## src/rtl/srsd_pkg.sv

```systemverilog
// ----------------------------------------------------------------------------
// srsd_pkg: shared definitions of the range scan decoder
// Field widths, protocol constants and register indexes used by the
// channel interfaces, the decoder and its checker.
// ----------------------------------------------------------------------------
`default_nettype none

package srsd_pkg;

  // Reply framing.
  localparam int HEADER_BYTES = 29;
  localparam int MAX_POINTS   = 1024;

  // Field widths.
  localparam int BYTE_W      = 8;
  localparam int START_W     = 10;
  localparam int CLUSTER_W   = 5;
  localparam int DIST_W      = 18;
  localparam int ANGLE_W     = 16;
  localparam int POINT_W     = 10;
  localparam int CFG_IDX_W   = 2;
  localparam int CFG_DATA_W  = 18;
  localparam int HDR_W       = 5;
  localparam int GROUP_W     = 11;
  localparam int KEPT_W      = 11;
  localparam int SIX_W       = 6;

  // Character coding.
  localparam logic [BYTE_W-1:0]  LINE_FEED       = 8'h0A;
  localparam logic [SIX_W-1:0]   CHAR_BIAS       = 6'h30;
  localparam logic [ANGLE_W-1:0] ANGLE_ORIGIN    = 16'd384;
  localparam logic [GROUP_W-1:0] GROUP_INDEX_MAX = 11'd2047;

  // Register reset values.
  localparam logic [START_W-1:0]   START_STEP_RST   = 10'd0;
  localparam logic [CLUSTER_W-1:0] CLUSTER_STEP_RST = 5'd4;
  localparam logic [DIST_W-1:0]    MIN_DIST_RST     = 18'd30;

  // Configuration register indexes.
  typedef enum logic [CFG_IDX_W-1:0] {
    CFG_START_STEP   = 2'd0,
    CFG_CLUSTER_STEP = 2'd1,
    CFG_MIN_DISTANCE = 2'd2
  } cfg_index_t;

endpackage

`default_nettype wire

```

## src/rtl/srsd_channel_if.sv

```systemverilog
// ----------------------------------------------------------------------------
// srsd_channel_if: valid/ready channels of the range scan decoder
// Byte input channel, point result channel and configuration write channel.
// ----------------------------------------------------------------------------
`default_nettype none

// Received bytes of a scanner reply.
interface srsd_byte_if;
  logic                         valid;
  logic                         ready;
  logic [srsd_pkg::BYTE_W-1:0]  rx_byte;
  logic                         frame_start;

  modport source (output valid, output rx_byte, output frame_start, input ready);
  modport sink   (input valid, input rx_byte, input frame_start, output ready);
endinterface

// Decoded points.
interface srsd_point_if;
  logic                                valid;
  logic                                ready;
  logic        [srsd_pkg::DIST_W-1:0]  distance_mm;
  logic signed [srsd_pkg::ANGLE_W-1:0] angle_steps;
  logic        [srsd_pkg::POINT_W-1:0] point_number;

  modport source (output valid, output distance_mm, output angle_steps,
                  output point_number, input ready);
  modport sink   (input valid, input distance_mm, input angle_steps,
                  input point_number, output ready);
endinterface

// Configuration register writes.
interface srsd_cfg_if;
  logic                             valid;
  logic                             ready;
  logic [srsd_pkg::CFG_IDX_W-1:0]   index;
  logic [srsd_pkg::CFG_DATA_W-1:0]  data;

  modport source (output valid, output index, output data, input ready);
  modport sink   (input valid, input index, input data, output ready);
endinterface

`default_nettype wire

```

## src/rtl/scip_range_scan_decoder.sv

```systemverilog
// ----------------------------------------------------------------------------
// scip_range_scan_decoder: three-character range reply decoder
// Strips the reply header and per-line check bytes, decodes distance groups
// and emits kept points with their angle and point number.
// ----------------------------------------------------------------------------
// The decoder takes one reply byte per clock cycle unless a stalled point holds
// off its input. A group's last character is held back one byte, so a kept
// point is decoded at the transaction of the next non-line-feed byte and is
// registered before it shows on the point channel. All decode state is updated
// in a single pass at the byte transaction, and the result sits in an output
// register; a new byte is taken whenever that register is empty or is being
// read in the same cycle, so throughput is one byte per cycle as long as the
// point sink keeps up. Each line's last character before a line feed is held
// back one byte and dropped as the check byte. A byte flagged frame_start
// clears all counters and starts the header skip. Configuration writes are
// always accepted and take effect on the next byte.
`default_nettype none

module scip_range_scan_decoder (
  input  wire          clk,
  input  wire          rst_n,
  srsd_byte_if.sink    in_ch,
  srsd_point_if.source out_ch,
  srsd_cfg_if.sink     cfg_ch
);

  // Configuration registers.
  logic [srsd_pkg::START_W-1:0]   start_step_r;
  logic [srsd_pkg::CLUSTER_W-1:0] cluster_step_r;
  logic [srsd_pkg::DIST_W-1:0]    min_distance_r;

  // Decode state.
  logic [srsd_pkg::HDR_W-1:0]   header_left_r,  header_left_nxt;
  logic [srsd_pkg::BYTE_W-1:0]  held_char_r,    held_char_nxt;
  logic                         held_valid_r,   held_valid_nxt;
  logic [2*srsd_pkg::SIX_W-1:0] group_bits_r,   group_bits_nxt;
  logic [1:0]                   group_pos_r,    group_pos_nxt;
  logic [srsd_pkg::GROUP_W-1:0] group_index_r,  group_index_nxt;
  logic [srsd_pkg::ANGLE_W-1:0] angle_acc_r,    angle_acc_nxt;
  logic [srsd_pkg::KEPT_W-1:0]  kept_count_r,   kept_count_nxt;

  // Result register.
  logic                          out_valid_r,  out_valid_nxt;
  logic [srsd_pkg::DIST_W-1:0]   out_dist_r,   out_dist_nxt;
  logic [srsd_pkg::ANGLE_W-1:0]  out_angle_r,  out_angle_nxt;
  logic [srsd_pkg::POINT_W-1:0]  out_point_r,  out_point_nxt;

  // Per-byte decode signals.
  logic                         in_accept;
  logic [srsd_pkg::HDR_W-1:0]   hdr_eff;
  logic                         held_valid_eff;
  logic [srsd_pkg::BYTE_W-1:0]  held_char_eff;
  logic [2*srsd_pkg::SIX_W-1:0] group_bits_eff;
  logic [1:0]                   group_pos_eff;
  logic [srsd_pkg::GROUP_W-1:0] group_index_eff;
  logic [srsd_pkg::ANGLE_W-1:0] angle_acc_eff;
  logic [srsd_pkg::KEPT_W-1:0]  kept_count_eff;
  logic [srsd_pkg::SIX_W-1:0]   six;
  logic [srsd_pkg::DIST_W-1:0]  group_dist;
  logic [srsd_pkg::ANGLE_W-1:0] angle;
  logic                         keep;

  // Handshakes: bytes flow while the result register is free or draining.
  assign in_ch.ready  = !out_valid_r || out_ch.ready;
  assign cfg_ch.ready = 1'b1;
  assign in_accept    = in_ch.valid && in_ch.ready;

  assign out_ch.valid        = out_valid_r;
  assign out_ch.distance_mm  = out_dist_r;
  assign out_ch.angle_steps  = out_angle_r;
  assign out_ch.point_number = out_point_r;

  // Configuration register writes; unknown indexes are ignored.
  always_ff @(posedge clk) begin
    if (!rst_n) begin
      start_step_r   <= srsd_pkg::START_STEP_RST;
      cluster_step_r <= srsd_pkg::CLUSTER_STEP_RST;
      min_distance_r <= srsd_pkg::MIN_DIST_RST;
    end else if (cfg_ch.valid) begin
      case (cfg_ch.index)
        srsd_pkg::CFG_START_STEP: begin
          start_step_r <= cfg_ch.data[srsd_pkg::START_W-1:0];
        end
        srsd_pkg::CFG_CLUSTER_STEP: begin
          cluster_step_r <= cfg_ch.data[srsd_pkg::CLUSTER_W-1:0];
        end
        srsd_pkg::CFG_MIN_DISTANCE: begin
          min_distance_r <= cfg_ch.data[srsd_pkg::DIST_W-1:0];
        end
        default: begin
        end
      endcase
    end
  end

  // State as seen by this byte: a frame start clears everything first.
  always_comb begin
    if (in_ch.frame_start) begin
      hdr_eff         = srsd_pkg::HDR_W'(srsd_pkg::HEADER_BYTES);
      held_valid_eff  = 1'b0;
      held_char_eff   = '0;
      group_bits_eff  = '0;
      group_pos_eff   = '0;
      group_index_eff = '0;
      angle_acc_eff   = '0;
      kept_count_eff  = '0;
    end else begin
      hdr_eff         = header_left_r;
      held_valid_eff  = held_valid_r;
      held_char_eff   = held_char_r;
      group_bits_eff  = group_bits_r;
      group_pos_eff   = group_pos_r;
      group_index_eff = group_index_r;
      angle_acc_eff   = angle_acc_r;
      kept_count_eff  = kept_count_r;
    end
  end

  // Character value, completed distance, angle and keep decision.
  assign six        = held_char_eff[srsd_pkg::SIX_W-1:0] - srsd_pkg::CHAR_BIAS;
  assign group_dist = {group_bits_eff, six};
  assign angle = srsd_pkg::ANGLE_W'(start_step_r) - srsd_pkg::ANGLE_ORIGIN + angle_acc_eff;
  assign keep  = (group_dist > min_distance_r) &&
                 (kept_count_eff < srsd_pkg::KEPT_W'(srsd_pkg::MAX_POINTS));

  // Next decode state and result for the byte in this transaction.
  always_comb begin
    header_left_nxt = header_left_r;
    held_char_nxt   = held_char_r;
    held_valid_nxt  = held_valid_r;
    group_bits_nxt  = group_bits_r;
    group_pos_nxt   = group_pos_r;
    group_index_nxt = group_index_r;
    angle_acc_nxt   = angle_acc_r;
    kept_count_nxt  = kept_count_r;
    out_valid_nxt   = out_valid_r && !out_ch.ready;
    out_dist_nxt    = out_dist_r;
    out_angle_nxt   = out_angle_r;
    out_point_nxt   = out_point_r;

    if (in_accept) begin
      header_left_nxt = hdr_eff;
      held_char_nxt   = held_char_eff;
      held_valid_nxt  = held_valid_eff;
      group_bits_nxt  = group_bits_eff;
      group_pos_nxt   = group_pos_eff;
      group_index_nxt = group_index_eff;
      angle_acc_nxt   = angle_acc_eff;
      kept_count_nxt  = kept_count_eff;

      if (hdr_eff != '0) begin
        // Still inside the header.
        header_left_nxt = hdr_eff - 1'b1;
      end else if (in_ch.rx_byte == srsd_pkg::LINE_FEED) begin
        // End of line: the held byte is the check character.
        held_valid_nxt = 1'b0;
        held_char_nxt  = '0;
      end else begin
        if (held_valid_eff) begin
          if (group_pos_eff != 2'd2) begin
            group_bits_nxt = {group_bits_eff[srsd_pkg::SIX_W-1:0], six};
            group_pos_nxt  = group_pos_eff + 1'b1;
          end else begin
            group_bits_nxt = '0;
            group_pos_nxt  = '0;
            if (keep) begin
              out_valid_nxt  = 1'b1;
              out_dist_nxt   = group_dist;
              out_angle_nxt  = angle;
              out_point_nxt  = kept_count_eff[srsd_pkg::POINT_W-1:0];
              kept_count_nxt = kept_count_eff + 1'b1;
            end
            if (group_index_eff != srsd_pkg::GROUP_INDEX_MAX) begin
              group_index_nxt = group_index_eff + 1'b1;
              angle_acc_nxt   = angle_acc_eff + srsd_pkg::ANGLE_W'(cluster_step_r);
            end
          end
        end
        held_char_nxt  = in_ch.rx_byte;
        held_valid_nxt = 1'b1;
      end
    end
  end

  // Decode state and result valid.
  always_ff @(posedge clk) begin
    if (!rst_n) begin
      header_left_r <= '0;
      held_char_r   <= '0;
      held_valid_r  <= 1'b0;
      group_bits_r  <= '0;
      group_pos_r   <= '0;
      group_index_r <= '0;
      angle_acc_r   <= '0;
      kept_count_r  <= '0;
      out_valid_r   <= 1'b0;
    end else begin
      header_left_r <= header_left_nxt;
      held_char_r   <= held_char_nxt;
      held_valid_r  <= held_valid_nxt;
      group_bits_r  <= group_bits_nxt;
      group_pos_r   <= group_pos_nxt;
      group_index_r <= group_index_nxt;
      angle_acc_r   <= angle_acc_nxt;
      kept_count_r  <= kept_count_nxt;
      out_valid_r   <= out_valid_nxt;
    end
  end

  // Result payload.
  always_ff @(posedge clk) begin
    out_dist_r  <= out_dist_nxt;
    out_angle_r <= out_angle_nxt;
    out_point_r <= out_point_nxt;
  end

endmodule

`default_nettype wire

```

## src/flat_wrapper.sv

```systemverilog
// flat-port wrapper written by rule: the top's interface ports become plain ports
module scip_range_scan_decoder_flat 
  (clk, rst_n, in_ch_valid, in_ch_rx_byte, in_ch_frame_start, in_ch_ready, out_ch_valid, out_ch_distance_mm, out_ch_angle_steps, out_ch_point_number, out_ch_ready, cfg_ch_valid, cfg_ch_index, cfg_ch_data, cfg_ch_ready);
  srsd_byte_if in_ch_i ();
  srsd_point_if out_ch_i ();
  srsd_cfg_if cfg_ch_i ();
  input  wire clk;
  input  wire rst_n;
  input wire logic [$bits(in_ch_i.valid)-1:0] in_ch_valid;
  input wire logic [$bits(in_ch_i.rx_byte)-1:0] in_ch_rx_byte;
  input wire logic [$bits(in_ch_i.frame_start)-1:0] in_ch_frame_start;
  output wire logic [$bits(in_ch_i.ready)-1:0] in_ch_ready;
  output wire logic [$bits(out_ch_i.valid)-1:0] out_ch_valid;
  output wire logic [$bits(out_ch_i.distance_mm)-1:0] out_ch_distance_mm;
  output wire logic [$bits(out_ch_i.angle_steps)-1:0] out_ch_angle_steps;
  output wire logic [$bits(out_ch_i.point_number)-1:0] out_ch_point_number;
  input wire logic [$bits(out_ch_i.ready)-1:0] out_ch_ready;
  input wire logic [$bits(cfg_ch_i.valid)-1:0] cfg_ch_valid;
  input wire logic [$bits(cfg_ch_i.index)-1:0] cfg_ch_index;
  input wire logic [$bits(cfg_ch_i.data)-1:0] cfg_ch_data;
  output wire logic [$bits(cfg_ch_i.ready)-1:0] cfg_ch_ready;
  assign in_ch_i.valid = in_ch_valid;
  assign in_ch_i.rx_byte = in_ch_rx_byte;
  assign in_ch_i.frame_start = in_ch_frame_start;
  assign in_ch_ready = in_ch_i.ready;
  assign out_ch_valid = out_ch_i.valid;
  assign out_ch_distance_mm = out_ch_i.distance_mm;
  assign out_ch_angle_steps = out_ch_i.angle_steps;
  assign out_ch_point_number = out_ch_i.point_number;
  assign out_ch_i.ready = out_ch_ready;
  assign cfg_ch_i.valid = cfg_ch_valid;
  assign cfg_ch_i.index = cfg_ch_index;
  assign cfg_ch_i.data = cfg_ch_data;
  assign cfg_ch_ready = cfg_ch_i.ready;
  scip_range_scan_decoder u_core (.clk(clk), .rst_n(rst_n), .in_ch(in_ch_i), .out_ch(out_ch_i), .cfg_ch(cfg_ch_i));
endmodule
```

## config.mk

```make
export PLATFORM = sky130hd
export DESIGN_NAME = scip_range_scan_decoder_flat
export DESIGN_NICKNAME = d
export VERILOG_FILES = /design/src/rtl/srsd_pkg.sv /design/src/rtl/srsd_channel_if.sv /design/src/rtl/scip_range_scan_decoder.sv /design/src/flat_wrapper.sv
export SDC_FILE = /design/constraint.sdc
export NUM_CORES = 1
export LEC_CHECK = 0
export BUFFER_PORTS_ARGS = -buffer_cell sky130_fd_sc_hd__buf_2
export CAP_MARGIN = 5
export CORE_MARGIN = 2
export CORE_UTILIZATION = 45
export CTS_CLUSTER_DIAMETER = 40
export CTS_CLUSTER_SIZE = 20
export DETAILED_ROUTE_END_ITERATION = 6
export PLACE_DENSITY_LB_ADDON = 0.1
export SLEW_MARGIN = 20
export SYNTH_ARGS = -nofsm -noshare
export SYNTH_HDL_FRONTEND = slang
export SYNTH_SLANG_ARGS = --single-unit
```

## constraint.sdc

```tcl
create_clock -name clk -period 16.65 [get_ports clk]
set_clock_uncertainty 0.05 [all_clocks]
set_input_delay 3.33 -clock clk [delete_from_list [all_inputs] [get_ports clk]]
set_output_delay 3.33 -clock clk [all_outputs]
set_load 0.01 [all_outputs]
```

==> run summary <==
Outcome: completed
Synth area leader: dfxtp_1
Top cell type's share of synthesized area: 0.2641
Max Cap Viol: 0
P&R area growth vs syn: 16.05%
Crit-path max FO: 4
Core Rows: 46
CP Data Required Time: 13.27 ns
CTS Hold Bufs: 0
Die height: 132.5 um
Achievable Freq: 140.4 MHz
Clock Path Buffers: 2
Least-Margin Pin Slew: 1.063 ns
Final period utilization: 0.4277
Place WS: 9.280 ns
VDD IR max: 0.07483 mV
Post-DP HPWL: 12,240 um
Non-filler cells, final: 1,076
DRC: 0
Top_reg_cell synth: dfxtp_1
Core area: 16,000 um^2
Most frequent cell after synthesis: nand2_1
Slew margin rel.: 0.2881
Post-synth design cell area: 7428 um^2
Sequential area share after synthesis: 0.4420
Router iterations before antenna repair: 5
Overall routed net length: 16,830 um
H-tree depth: 4
Warnings from Yosys: 0
Die width: 132.5 um
WL/cell: 15.64 um
EDFF count, synth: 44
Post-Syn Nets: 854
Setup TNS: 0 ns
DP Cell Count: 1,045
Tmin final: 7.121 ns
RSZ-0062 raised after global routing: false
Startpoint types: primary input
Ranking of synthesized cells by area: dfxtp_1 (26%), edfxtp_1 (18%), ha_1 (7.1%)
Vias: 5,766
Final worst slack: 9.529 ns
Power Density: 89.92 nW/um^2
Worst Setup End Kind: output pin
Via density: 5.359
# diodes: 0
Mean area per synthesized cell: 9.573 um^2
Post-CTS Setup Bufs: 0
Io pins: 81
Fillers: 1,488
Initial antenna violation count: 0
Final Hold Fails: 0
Slew Limit Fails: 0
Share of layout cells above drive strength 1: 0.1616
CTS root buf: clkbuf_16
Vias in the first global route: 5,643
Leakage: 3.389 nW
CTS Sinks: 142
Port buffer count: 79
Starting Density: 0.4643
Worst Path Arrival: 3.74 ns
Worst-Skew Late Latency: 0.42 ns
Gr ovfl total: 0
Cells after synthesis: 776
Hold WC Path Type: flip-flop to flip-flop
Post-cts resize count: 0
Total CTS buffers: 17
Detailed Route Iter0 Violations: 456
Final net count: 926
Routability Congestion: 0.8151
Most frequent cells after synthesis: nand2_1 (102), dfxtp_1 (98), nor2b_1 (82), edfxtp_1 (44), ha_1 (42)
Post-DRT Antenna Nets: 0
Synth unique cells: 66
Worst-path clk slew: 0.06 ns
Largest net degree at the start of global routing: 110
Finish-stage setup viols: 0
GRT Overall Usage: 0.1978
Critical path type: primary input to output pin
Ys async rst share: 0
Flops & latches, synth: 142
TritonCTS clock tree: done
Die area: 17,550 um^2
Global-route wire length before repair: 28,020 um
power breakdown:
| group | total (mW) | switching [mW] | internal, mW | leakage, nW |
|---|---|---|---|---|
| logic | 0.0439 | 0.0273 | 0.0167 | 1.91 |
| clock network | 0.369 | 0.149 | 0.220 | 0.262 |
| registers | 0.362 | 0.00301 | 0.359 | 1.22 |
| total | 0.775 | 0.179 | 0.596 | 3.39 |
worst paths after layout:
kind | startpoint | to | cells after the start | slack, ns
max | out_ch_ready | in_ch_ready | 3 | 9.53
max reg2reg | u_core.group_bits_r[10] | u_core.out_ch.distance_mm[4] | 9 | 13.25
min | u_core.angle_acc_r[0] | u_core.angle_acc_r[0] | 1 | 0.41
min reg2reg | u_core.angle_acc_r[0] | u_core.angle_acc_r[0] | 1 | 0.41
critical path, stage by stage:
cell and delay, ns:
buf_2 0.09, nand2b_1 0.17, buf_2 0.15
logic make-up after synthesis:
| logic type | share of synthesized area |
|---|---|
| adder cells (fa/ha/maj) | 0.07613 |
| AO/OA/AOI/OAI | 0.1459 |
| flip-flops | 0.4420 |
| XOR/XNOR | 0.03655 |
| multiplexers | 0.03234 |
| other | 0.0005048 |
| AND/OR/NAND/NOR | 0.2279 |
| buffers and inverters | 0.03874 |
flip-flops by register name, summed over array words and instances (netlist names):
signal / count
u_core.out_ch.valid: 1
u_core.out_ch.distance_mm: 18
u_core.kept_count_r: 11
u_core.group_index_r: 11
u_core.header_left_r: 5
u_core.cluster_step_r: 5
u_core.held_char_r: 6
u_core.out_ch.point_number: 10
u_core.held_valid_r: 1
u_core.group_bits_r: 12
u_core.angle_acc_r: 16
u_core.start_step_r: 10
u_core.group_pos_r: 2
u_core.min_distance_r: 18
u_core.out_ch.angle_steps: 16
final cells by class:
class / instances / area, um^2 / area share
flip-flops and latches: 142 / 3283 / 0.3808
clock inverters: 13 / 145.1 / 0.01684
inverters: 38 / 142.6 / 0.01655
repair buffers: 88 / 470.5 / 0.05457
clock buffers: 18 / 429.2 / 0.04978
well taps: 216 / 270.3 / 0.03135
multi-input cells: 561 / 3880 / 0.4501
metal layers:
layer | routed length, um | GRT usage | vias to the layer above | part of all wire
met1 | 8094 | 0.2666 | 2737 | 0.48
met2 | 7884 | 0.3224 | 126 | 0.47
li1 | - | - | 2890 | -
met5 | 0 | 0 | - | 0
met4 | 126 | 0.05078 | 0 | 0.0075
met3 | 726 | 0.04483 | 13 | 0.043
cells in the final DEF (no fill, tap or decap), types with 24 or more instances in the layout:
master	Yosys	routed
nand2_1	102	102
dfxtp_1	98	98
nor2b_1	82	82
buf_2	5	79
edfxtp_1	44	44
ha_1	42	42
inv_1	37	37
nor2_1	27	27
a21boi_0	25	25
nand3_1	24	24
mux2i_1	24	24
per-stage QoR:
stage / power, mW / hold slack, ns / utilization / area [um^2]
floorplan: 0.3996 / 0.3747 / - / 7428
global placement: 0.4120 / 0.3896 / 0.5020 / 8031
detailed placement: 0.4140 / 0.3968 / 0.5029 / 8046
CTS: 0.7823 / 0.4101 / 0.5388 / 8621
global route: 0.8041 / 0.4201 / 0.5388 / 8621
finish: 0.7752 / 0.4061 / 0.5388 / 8621
(Power assumes the default switching activity.)
